==> src/design/ffha_pkg.sv <==
// ----------------------------------------------------------------------------
// ffha_pkg
// shared types and constants of the first-fit heap allocator
// ----------------------------------------------------------------------------
package ffha_pkg;

	localparam int MAX_HEAP_BYTES = 32768;
	localparam int GRANULE_BYTES  = 8;
	localparam int SLOT_COUNT     = MAX_HEAP_BYTES / GRANULE_BYTES;
	localparam int GW             = $clog2(SLOT_COUNT);
	localparam int HEAP_MIN_BYTES = 64;

	localparam logic [1:0] ST_OK   = 2'd0;
	localparam logic [1:0] ST_OOS  = 2'd1;
	localparam logic [1:0] ST_NULL = 2'd2;
	localparam logic [1:0] ST_BAD  = 2'd3;

	localparam logic ACT_ALLOC = 1'b0;
	localparam logic ACT_FREE  = 1'b1;

	localparam logic [GW-1:0] RESET_END = GW'((MAX_HEAP_BYTES - GRANULE_BYTES) / GRANULE_BYTES);

	typedef struct packed {
		logic          used;
		logic [GW-1:0] link;
		logic [GW-1:0] size;
	} hdr_t;

	typedef struct packed {
		logic          we;
		logic [GW-1:0] waddr;
		hdr_t          wdata;
		logic [GW-1:0] raddr;
	} mem_req_t;

	typedef struct packed {
		logic        action;
		logic [15:0] request_bytes;
		logic [14:0] block_offset;
	} in_item_t;

	typedef struct packed {
		logic [14:0] result_offset;
		logic [1:0]  status;
		logic [15:0] free_bytes;
		logic [15:0] low_water_bytes;
	} out_item_t;

	typedef struct packed {
		logic          start;
		in_item_t      item;
		logic          fmt;
		logic [GW-1:0] fmt_end;
	} seq_cmd_t;

	typedef struct packed {
		logic      idle;
		logic      done;
		out_item_t item;
	} seq_rsp_t;

endpackage

==> src/design/ffha_seq.sv <==
// ----------------------------------------------------------------------------
// ffha_seq
// sequencer for allocate, free and list insertion with coalescing
// ----------------------------------------------------------------------------
module ffha_seq (
	input  logic               clk,
	input  logic               arst_n,
	input  ffha_pkg::seq_cmd_t cmd,
	output ffha_pkg::seq_rsp_t rsp,
	output ffha_pkg::mem_req_t mreq,
	input  ffha_pkg::hdr_t     rdata
);
	import ffha_pkg::*;

	typedef enum logic [14:0] {
		S_IDLE  = 15'h0001,
		S_A_RD  = 15'h0002,
		S_A_CHK = 15'h0004,
		S_A_UNL = 15'h0008,
		S_A_CUR = 15'h0010,
		S_F_CHK = 15'h0020,
		S_I_CMP = 15'h0040,
		S_I_ADV = 15'h0080,
		S_I_NX  = 15'h0100,
		S_I_MG  = 15'h0200,
		S_I_W1  = 15'h0400,
		S_I_W2  = 15'h0800,
		S_I_W3  = 15'h1000,
		S_I_W4  = 15'h2000,
		S_DONE  = 15'h4000
	} state_t;

	state_t        st_q;
	logic [GW-1:0] head_q, sent_q;
	logic [15:0]   rem_q, lw_q;
	logic [1:0]    status_q;
	logic [14:0]   res_q;
	logic [GW-1:0] cur_q, cur_size_q, cur_link_q, ng_q;
	logic          prev_head_q;
	logic [GW-1:0] prev_q;
	hdr_t          ph_q;
	logic [GW-1:0] nb_q, nb_size_q, nx_q;
	hdr_t          nxh_q;
	logic          pm_q, nm_q;
	logic [GW-1:0] nb2_q, s3_q, link3_q;

	// combinational helpers
	logic [16:0]   need;
	logic [GW-1:0] g;
	logic [GW-1:0] rest;
	logic          split;
	logic [GW-1:0] size_fin;
	logic [15:0]   rem_alloc;
	logic          pm, nm;
	logic [GW-1:0] nb2, s2;

	assign need      = (17'(cmd.item.request_bytes) + 17'd15) & ~17'd7;
	assign g         = cmd.item.block_offset[14:3] - GW'(1);
	assign rest      = cur_size_q - ng_q;
	assign split     = rest > GW'(2);
	assign size_fin  = split ? ng_q : cur_size_q;
	assign rem_alloc = rem_q - {1'b0, size_fin, 3'b000};
	assign pm        = !prev_head_q && (({1'b0, prev_q} + {1'b0, ph_q.size}) == {1'b0, nb_q});
	assign nb2       = pm ? prev_q : nb_q;
	assign s2        = pm ? (ph_q.size + nb_size_q) : nb_size_q;
	assign nm        = (({1'b0, nb2} + {1'b0, s2}) == {1'b0, nx_q}) && (nx_q != sent_q);

	always_comb begin
		mreq = '0;
		unique case (st_q)
			S_IDLE:  mreq.raddr = g;
			S_A_RD:  mreq.raddr = cur_q;
			S_I_CMP: mreq.raddr = nx_q;
			S_A_UNL: begin
				mreq.we    = !prev_head_q;
				mreq.waddr = prev_q;
				mreq.wdata = '{used: ph_q.used, link: cur_link_q, size: ph_q.size};
			end
			S_A_CUR: begin
				mreq.we    = 1'b1;
				mreq.waddr = cur_q;
				mreq.wdata = '{used: 1'b1, link: '0, size: size_fin};
			end
			S_I_W1: begin
				mreq.we    = pm_q;
				mreq.waddr = nb_q;
			end
			S_I_W2: begin
				mreq.we    = nm_q;
				mreq.waddr = nx_q;
			end
			S_I_W3: begin
				mreq.we    = 1'b1;
				mreq.waddr = nb2_q;
				mreq.wdata = '{used: 1'b0, link: link3_q, size: s3_q};
			end
			S_I_W4: begin
				mreq.we    = !pm_q && !prev_head_q;
				mreq.waddr = prev_q;
				mreq.wdata = '{used: ph_q.used, link: nb2_q, size: ph_q.size};
			end
			default: mreq = '0;
		endcase
	end

	assign rsp.idle = (st_q == S_IDLE);
	assign rsp.done = (st_q == S_DONE);
	assign rsp.item = '{result_offset: res_q, status: status_q,
		free_bytes: rem_q, low_water_bytes: lw_q};

	always_ff @(posedge clk or negedge arst_n) begin
		if (!arst_n) begin
			st_q     <= S_IDLE;
			head_q   <= '0;
			sent_q   <= RESET_END;
			rem_q    <= {1'b0, RESET_END, 3'b000};
			lw_q     <= {1'b0, RESET_END, 3'b000};
			status_q <= ST_OK;
			res_q    <= '0;
		end else if (cmd.fmt) begin
			st_q   <= S_IDLE;
			head_q <= '0;
			sent_q <= cmd.fmt_end;
			rem_q  <= {1'b0, cmd.fmt_end, 3'b000};
			lw_q   <= {1'b0, cmd.fmt_end, 3'b000};
		end else begin
			unique case (st_q)
				S_IDLE: begin
					if (cmd.start) begin
						res_q    <= '0;
						status_q <= ST_OK;
						if (cmd.item.action == ACT_ALLOC) begin
							if (cmd.item.request_bytes == 16'd0) begin
								status_q <= ST_BAD;
								st_q     <= S_DONE;
							end else if (need > {1'b0, rem_q}) begin
								status_q <= ST_OOS;
								st_q     <= S_DONE;
							end else begin
								ng_q        <= need[GW+2:3];
								cur_q       <= head_q;
								prev_head_q <= 1'b1;
								st_q        <= S_A_RD;
							end
						end else begin
							if (cmd.item.block_offset == 15'd0) begin
								status_q <= ST_NULL;
								st_q     <= S_DONE;
							end else if (cmd.item.block_offset[2:0] != 3'd0 || g >= sent_q) begin
								status_q <= ST_BAD;
								st_q     <= S_DONE;
							end else begin
								nb_q <= g;
								st_q <= S_F_CHK;
							end
						end
					end
				end
				S_A_RD: st_q <= S_A_CHK;
				S_A_CHK: begin
					if (rdata.size < ng_q && cur_q != sent_q) begin
						prev_q      <= cur_q;
						prev_head_q <= 1'b0;
						ph_q        <= rdata;
						cur_q       <= rdata.link;
						st_q        <= S_A_RD;
					end else if (cur_q == sent_q || rdata.size < ng_q) begin
						status_q <= ST_OOS;
						st_q     <= S_DONE;
					end else begin
						cur_size_q <= rdata.size;
						cur_link_q <= rdata.link;
						st_q       <= S_A_UNL;
					end
				end
				S_A_UNL: begin
					if (prev_head_q) begin
						head_q <= cur_link_q;
					end
					st_q <= S_A_CUR;
				end
				S_A_CUR: begin
					rem_q <= rem_alloc;
					if (rem_alloc < lw_q) begin
						lw_q <= rem_alloc;
					end
					res_q <= {cur_q + GW'(1), 3'b000};
					if (split) begin
						nb_q        <= cur_q + ng_q;
						nb_size_q   <= rest;
						prev_head_q <= 1'b1;
						nx_q        <= head_q;
						st_q        <= S_I_CMP;
					end else begin
						st_q <= S_DONE;
					end
				end
				S_F_CHK: begin
					if (!rdata.used) begin
						status_q <= ST_BAD;
						st_q     <= S_DONE;
					end else begin
						nb_size_q   <= rdata.size;
						rem_q       <= rem_q + {1'b0, rdata.size, 3'b000};
						prev_head_q <= 1'b1;
						nx_q        <= head_q;
						st_q        <= S_I_CMP;
					end
				end
				S_I_CMP: st_q <= (nx_q < nb_q) ? S_I_ADV : S_I_NX;
				S_I_ADV: begin
					prev_q      <= nx_q;
					prev_head_q <= 1'b0;
					ph_q        <= rdata;
					nx_q        <= rdata.link;
					st_q        <= S_I_CMP;
				end
				S_I_NX: begin
					nxh_q <= rdata;
					st_q  <= S_I_MG;
				end
				S_I_MG: begin
					pm_q    <= pm;
					nm_q    <= nm;
					nb2_q   <= nb2;
					s3_q    <= nm ? (s2 + nxh_q.size) : s2;
					link3_q <= nm ? nxh_q.link : nx_q;
					st_q    <= S_I_W1;
				end
				S_I_W1: st_q <= S_I_W2;
				S_I_W2: st_q <= S_I_W3;
				S_I_W3: st_q <= S_I_W4;
				S_I_W4: begin
					if (!pm_q && prev_head_q) begin
						head_q <= nb2_q;
					end
					st_q <= S_DONE;
				end
				S_DONE: st_q <= S_IDLE;
				default: st_q <= S_IDLE;
			endcase
		end
	end

endmodule
==> config.mk <==
export PLATFORM = sky130hd
export DESIGN_NAME = ffha_seq
export DESIGN_NICKNAME = d
export VERILOG_FILES = /design/src/design/ffha_pkg.sv /design/src/design/ffha_seq.sv
export SDC_FILE = /design/constraint.sdc
export NUM_CORES = 1
export LEC_CHECK = 0
export ABC_AREA = 1
export BUFFER_PORTS_ARGS = -buffer_cell sky130_fd_sc_hd__buf_2
export CAP_MARGIN = 20
export CORE_MARGIN = 8
export CORE_UTILIZATION = 55
export DETAILED_ROUTE_END_ITERATION = 7
export HOLD_SLACK_MARGIN = 0.05
export PLACE_DENSITY = 0.75
export REMOVE_ABC_BUFFERS = 1
export SETUP_SLACK_MARGIN = 0.5
export SKIP_CTS_REPAIR_TIMING = 1
export SLEW_MARGIN = 20
export SYNTH_ARGS = -nofsm -noshare
export SYNTH_HDL_FRONTEND = slang
export SYNTH_SLANG_ARGS = --single-unit
==> constraint.sdc <==
create_clock -name clk -period 10.85 [get_ports clk]
set_input_delay 1.085 -clock clk [delete_from_list [all_inputs] [get_ports clk]]
set_output_delay 1.085 -clock clk [all_outputs]
set_load 0.05 [all_outputs]
# Word level (Yosys, flattened, before mapping)
# Cells that the tools add are included.
# word_totals
output_inout_bits,101
in_bits,73
register_bits,260
word_cells,196
# op_classes
eq_ne,37
bitwise,6
mux,73
addsub,11
reduce_logical,38
magnitude_cmp,6
# op_table
operator,n
$mux W12,23
$pmux W15 S14,1
$mux W15,12
$pmux W12 S2,5
$pmux W25 S4,1
$mux W16,5
$pmux W13 S6,1
$pmux W12 S3,2
$pmux W25 S2,1
$add A12 B12 Y12,3
$pmux W16 S2,1
$pmux W15 S2,1
$add A12 B12 Y13,2
$eq A13 B12 Y1,2
$ne A2 B2 Y1 const B,13
$mux W25,1
$lt A12 B12 Y1,2
$ne A12 B12 Y1,2
$add A16 B4 Y17 const B,1
$gt A17 B16 Y1,1
$add A16 B15 Y16,1
$logic_not A16 Y1,1
$lt A16 B16 Y1,1
$mux W2,8
43 further kinds,80

# Depth between registers and ports, before layout
# Gate-level depths: netlist (run 1).
# depth
depth_word,9
mapped_depth,36
ltp_nobuf,34

# Worst setup path before layout (run 1)
# No wires, ideal clock.
# synth_path
path_type,reg2reg
start,register cur_size_q[0]
end,register lw_q[15]
setup_ns,0.130
path_buffers,2
period_less_slack_ns,5.090
path_stages_with_launch,33
path_slack_ns,5.760
t_arrival_ns,4.959
required_ns,10.720
cell_sequence,edfxtp_1 > inv_1 > ha_1 > inv_1 > fa_1 > nand3_1 > nand2_1 > nand3_1 > nand2_1 > nand2_1 > nand2_1 > xor2_1 > nand4_1 > buf_2 > nand2_1 > o21ai_2 > ha_1 > fa_1 > o21ai_0 > nand2_1 > o211ai_1 > nand3_1 > o21ai_0 > xor2_1 > inv_1 > ha_1 > nand2_1 > nor2_1 > nand3_1 > o2111ai_1 > o21ai_1 > clkbuf_1 > o21ai_0
# synth_via
elab_chain_cells,7
word_cells_on_any_way,10
# synth_lines
element,line,rtl
start: declaration,ffha_seq.sv:38,"logic [GW-1:0] cur_q, cur_size_q, cur_link_q, ng_q;"
start signal: assignment,ffha_seq.sv:171,cur_size_q <= rdata.size;
$sub A12 B12 Y12,ffha_seq.sv:59,assign rest = cur_size_q - ng_q;
$gt A12 B2 Y1,ffha_seq.sv:60,assign split = rest > GW'(2);
$mux W12 (*),ffha_seq.sv:61,assign size_fin = split ? ng_q : cur_size_q;
$sub A16 B15 Y16 (*),ffha_seq.sv:62,"assign rem_alloc = rem_q - {1'b0, size_fin, 3'b000};"
$lt A16 B16 Y1 / $mux W16 (equally long branches),ffha_seq.sv:184,if (rem_alloc < lw_q) begin
$reduce_bool A2 Y1 (no source line) / $mux W16 (equally long branches),--,
$reduce_and A2 Y1 (no source line) / $mux W16 (equally long branches),--,
end signal: assignment,ffha_seq.sv:117,"lw_q <= {1'b0, RESET_END, 3'b000};"
end signal: assignment,ffha_seq.sv:125,"lw_q <= {1'b0, cmd.fmt_end, 3'b000};"
end signal: assignment,ffha_seq.sv:185,lw_q <= rem_alloc;
end: declaration,ffha_seq.sv:35,"logic [15:0] rem_q, lw_q;"
# Mark *: on every way between the ends. The rest lies on a longest branch, timed or not. The select of a mux whose other input is x is not followed.
# A chain may end at the register's enable or synchronous reset.

# Worst setup path in the final report (run 1)
# layout_path
start,register ng_q[0]
end,register lw_q[15]
# layout_via
elab_chain_cells,7
word_cells_on_any_way,10
# layout_lines
element,line,rtl
start: declaration,ffha_seq.sv:38,
start signal: assignment,ffha_seq.sv:140,ng_q <= need[GW+2:3];
$sub A12 B12 Y12,ffha_seq.sv:59,
$gt A12 B2 Y1,ffha_seq.sv:60,
$mux W12 (*),ffha_seq.sv:61,
$sub A16 B15 Y16 (*),ffha_seq.sv:62,
$lt A16 B16 Y1 / $mux W16 (equally long branches),ffha_seq.sv:184,
$reduce_bool A2 Y1 (no source line) / $mux W16 (equally long branches),--,
$reduce_and A2 Y1 (no source line) / $mux W16 (equally long branches),--,
# Marks and branches as above.

==> run summary, run 1 <==
Initial DRC count = 1807
Die Y = 200.7 um
Sequential fraction of the synthesis area = 38.44%
Site Rows = 67
Worst r2r src = ng_q[0]
Final hold vios = 0
TNS Setup = 0 ns
Wl on met1 = 27020 um
Area share of the largest cell type after synthesis = 27.53%
Cts bufs inserted = 28
Antenna viol nets, final = 0
Placed Instances = 2955
Max_cap viols = 0
GP Congestion = 0.9779
Slew margin rel. = 30.14%
Slowest cell on crit path = o21ai_1
Leak = 10.09 nW
Pwr/cell area = 126.5 mW/mm2
WP data required = 11.32 ns
Reg-to-Reg End = lw_q[15]
Post-synth EDFFs = 172
Most frequent cells in the layout = 612 x nand2_1, 344 x inv_1, 172 x edfxtp_1
Core Util, Final = 62.63%
TritonRoute pass-1 iters = 6
YS warnings = 0
Most used cell, CP = nand2_1
Fin cells = 3008
Synth-to-Final Area Change = 11.92%
Worst Setup Start Kind = flop
Outcome = complete, no violations
Hold_ws = 0.4348 ns
H-tree Lvls = 1
TritonCTS clock tree = built
Total core area = 0.03353 mm2
Vias/cell = 5.875
Fmax = 161.5 MHz
Post-route minimum period = 6.193 ns
Via Count = 17672
Cell taking the most area after synthesis = edfxtp_1
Actual slew at the worst max-slew pin = 1.046 ns
RSZ-0062 raised after global routing = no
Yosys reg bits = 252
Pwr Total = 2.658 mW
Met3 WL = 6406 um
Largest family of logic cells by synthesized area = simple AND/OR/NAND/NOR gates
Met2 wire len = 29780 um
Worst Hold Class = in -> async
First-pass GRT wire length = 99900 um
Largest net degree at the start of global routing = 58
Buf/Inv on CP = 4
Die ar. = 0.04028 mm2
Skew final = 0.02258 ns
Final Cycle Share = 57.08%
Starting Density = 55.96%
Mapped Cells = 2379
Tot GR Track Use = 31.71%
Gr ovfl total = 0
Top FF cell, synth = edfxtp_1
Clk buf depth = 3
Yosys cell types = 60
Critical path arrival = 6.66 ns
Initial antenna violation count = 0
Dpl hpwl = 52410 um
Pins Over Slew Limit = 0
Worst R2R Path Depth = 32
Number of remaining DRC errors = 0
Synth Area in Simple Gates = 22.71%
Stages on the worst setup path = 32
Async S/R FF share, synth = 31.75%
Worst-path maximum fanout = 22
Most common cell after layout, fill and taps aside = nand2_1
Layout fillers = 3023
Crit path launch = ng_q[0]
Setup violators final = 0
Drt total wl = 66250 um
Critical Path Sink Type = flop
Crit-path max cell delay = 0.59 ns
Post-synthesis adder-cell area fraction = 11.12%
Uppermost layer routed = met4
Post-synthesis xor/xnor area fraction = 4.975%
Worst skew pair latency = 0.57 ns
Peak supply drop = 115.3 uV
CTS root buffer = clkbuf_16
Ranking of synthesized cells by area = edfxtp_1 28%, nand2_1 12%, ha_1 10%, inv_1 6.9%, dfrtp_1 5.7%
Number of global-route vias before repair = 17097
Worst Setup EP = lw_q[15]
Avg Synthesized Cell Area = 7.887 um2
Clock Sinks = 252
Setup CP Type = reg -> reg
Mux share of post-synthesis cell area = 0.05335%
Nets = 2772
Syn Std Cell Area = 0.01876 mm2
WL per Instance = 22.03 um
Top Ports = 174
Synth Area in Compound Gates = 13.88%
DIE WIDTH = 200.7 um
I/O Buffers = 167
Clk slew on worst S/H paths = 0.06 ns
Reg2reg setup slack = 4.66 ns
Share of layout cells above drive strength 1 = 13.05%
CP top delay family = compound AO/OA/AOI/OAI gates
## stage by stage
step	area, um2	worst slack [ns]
floorplan	18470	4.930
global placement	20020	4.740
detailed placement	20020	4.768
CTS	21000	4.728
global route	21000	4.012
finish	21000	4.657
## worst register-to-register path, delay by kind of cell, from the launching register on
family	cells	cell delay (ns)
buffers and inverters	4	0.76
XOR/XNOR	2	0.45
adder cells (fa/ha/maj)	5	1.51
AND/OR/NAND/NOR	14	1.36
AO/OA/AOI/OAI	7	1.59
flip-flops	1	0.45
## power breakdown
part           switching [mW]  internal (mW)  total, mW  leakage (nW)
clock network           0.413          0.597       1.01         0.473
logic                   0.391          0.156      0.547          7.09
registers              0.0348           1.07       1.10          2.53
total                   0.838           1.82       2.66          10.1
## cell usage after synthesis, drive strengths merged, types with 2 or more instances
cell type and count:
nand3 129, and2 3, dfrtp 43, o22ai 21, a21oi 115, o21bai 3
nor3b 2, o211ai 25, o2111ai 7, nor4 13, nand2 618, xor2 66
o21ai 207, xnor2 38, a211oi 3, o31ai 3, nor3 29, o221ai 18
nor2 153, buf 35, a21boi 5, a22oi 11, a221oi 4, edfxtp 172
clkinv 3, nand3b 7, o21a 3, inv 354, or2 9, ha 154
a31oi 8, dfstp 37, a21o 8, nand4 34, clkbuf 26, fa 8
## cell families after synthesis
kind of cell             count (synthesis)
multiplexers                             1
AO/OA/AOI/OAI                          443
buffers and inverters                  418
flip-flops                             252
AND/OR/NAND/NOR                        997
adder cells (fa/ha/maj)                162
XOR/XNOR                               105
other                                    1
## final cells by class
| class | count | area [um2] | share of cell area, % |
|---|---|---|---|
| Antenna cell | 1 | 2.502 | 0.01192 |
| Inverter | 357 | 1340 | 6.381 |
| Timing Repair Buffer | 184 | 965.9 | 4.600 |
| Clock buffer | 42 | 823.3 | 3.920 |
| Multi-Input combinational cell | 1714 | 9941 | 47.34 |
| Sequential cell | 252 | 7213 | 34.35 |
| Clock inverter | 10 | 153.9 | 0.7328 |
| Tap cell | 448 | 560.5 | 2.669 |
## per-layer routing
metal  global-route usage (%)  up-vias
li1                         -     8302
met1                    41.62     8196
met2                    50.84      977
met3                    6.261      197
met4                    12.90        0
met5                        0        -
## worst min path at each step
stage               cells past startpoint        end
finish                                  1    st_q[1]
global route                            1    st_q[2]
CTS                                     1    st_q[1]
detailed placement                      2   res_q[7]
global placement                        2   res_q[6]
floorplan                               2  sent_q[0]
## flip-flops by register name, indices dropped and copies added, names as in the netlist, 13 cells and up
name   count
st_q      15
nxh_q     24
lw_q      14
ph_q      13
rem_q     13
(Power assumes the default switching activity.)
==> run 2: changes to the inputs <==
- PLACE_DENSITY: 0.75 -> 0.78
- clock period: 10.85 -> 5.6 ns (I/O delays scaled with it)
==> run summary, run 2 (synthesized netlist as in run 1, its figures left out) <==
TritonRoute pass-1 iters = 6
Share of layout cells above drive strength 1 = 19.34%
Crit-path max cell delay = 0.43 ns
Gr ovfl total = 0
TritonCTS clock tree = built
Stages on the worst setup path = 34
I/O Buffers = 167
Clk pwr share = 35.9%
Initial antenna violation count = 0
Number of remaining DRC errors = 0
Design area = 0.02215 mm2
Die ar. = 0.04028 mm2
CP top delay family = simple AND/OR/NAND/NOR gates
Slowest cell on crit path = edfxtp_1
Worst R2R Path Depth = 34
Leak = 10.45 nW
Max_cap viols = 0
Sequential power share = 41.4%
Buf/Inv on CP = 5
Total core area = 0.03353 mm2
Top Ports = 174
Worst Setup Start Kind = flop
Most frequent cells in the layout = 590 x nand2_1, 332 x inv_1, 172 x edfxtp_1
Largest net degree at the start of global routing = 48
Internal = 3.461 mW
Actual slew at the worst max-slew pin = 1.122 ns
DIE WIDTH = 200.7 um
GR Util met2 = 51.12%
Area post-placement = 0.02012 mm2
Setup CP Type = reg -> reg
Post-route minimum period = 5.107 ns
Nets = 2829
Die Y = 200.7 um
Clk slew on worst S/H paths = 0.07 ns
Pins Over Slew Limit = 0
Pwr Total = 5.168 mW
Number of global-route vias before repair = 17341
Met1 global-route usage = 39.58%
Hold path cells = 1
Worst Hold Class = in -> reg
Most common cell after layout, fill and taps aside = nand2_1
Cts bufs inserted = 28
First-pass GRT wire length = 100100 um
Drt total wl = 69090 um
Skew final = 0.03131 ns
Outcome = complete, no violations
Setup violators final = 0
Switch Pwr = 1.708 mW
WP data required = 6.10 ns
Final Cycle Share = 91.20%
Worst skew pair latency = 0.59 ns
Pwr/cell area = 233.3 mW/mm2
Starting Density = 55.96%
Dpl hpwl = 52590 um
Tot GR Track Use = 31.80%
Critical Path Sink Type = flop
CTS root buffer = clkbuf_16
Fmax = 195.8 MHz
Most used cell, CP = nand2_1
H-tree Lvls = 1
Hold_ws = 0.1978 ns
Via Count = 18464
GP Congestion = 1.004
Clk buf depth = 3
Vias/cell = 6.022
Initial DRC count = 1988
WL per Instance = 22.54 um
Final hold vios = 0
Slew margin rel. = 24.99%
Sw frac = 33.04%
Peak supply drop = 247.1 uV
Top Registers = nxh_q (24), st_q (15), lw_q (14)
Site Rows = 67
Critical path arrival = 5.61 ns
Grt met3 use = 6.745%
Gate power share = 22.7%
Antenna viol nets, final = 0
GR peak layer = met2
Clock Sinks = 252
Worst-path maximum fanout = 7
RSZ-0062 raised after global routing = yes
Max reg flops = 24
Reg with most FFs = nxh_q
Synth-to-Final Area Change = 18.06%
## run 2: cell types whose count changed in the layout (fill, tap and decap cells not counted), sizes merged
cell	delta
clkinvlp	+3
dlygate4sd3	+1
bufinv	-1
buf	+54
clkbuf	-4
clkinv	+3
diode	+1
nand2	+1
## run 2: path summary, 6_finish.rpt
path                                 from             to  slack [ns]
worst max-delay path              ng_q[2]        lw_q[9]        0.49
worst min-delay path            rdata[21]  cur_link_q[9]        0.20
worst max register to register    ng_q[2]        lw_q[9]        0.49
worst min register to register   res_q[8]       res_q[8]        0.49
max in group asynchronous          arst_n      rem_q[15]        4.11
min in group asynchronous          arst_n        st_q[2]        0.49
## run 2: layout make-up
type,count,area [um2]
timing repair buffer,240,1468
antenna,2,5.005
multi-input combinational,1715,10660
tap,448,560.5
fill,2827,11380
sequential,252,7213
inverter,357,1346
clock buffer,37,744.5
clock inverter,15,156.4
## run 2: per-stage QoR
stage          util [%]  setup slack, ns  TNS (ns)  instances
5_1_grt           66.04           0.1690         0       3064
4_1_cts           62.69           0.1454         0       3020
6_report          66.06           0.4930         0       3066
3_3_place_gp      60.00           0.3484         0       2968
3_5_place_dp      60.00           0.1416         0       2968
2_1_floorplan         -          -0.3201    -3.848       2323
## run 2: power groups by stage
stage	Sequential [mW]	Clock [mW]	Combinational (mW)
detailed placement	2.17	0	1.06
CTS	2.13	1.85	1.06
global route	2.14	1.91	1.26
finish	2.14	1.86	1.17
floorplan	2.24	0	0.632
global placement	2.17	0	1.03
## run 2: layer usage
metal | up-vias | routed length (um)
met5 | - | 0
met4 | 0 | 4551
met3 | 296 | 7625
met2 | 1187 | 31000
met1 | 8576 | 25910
li1 | 8405 | -
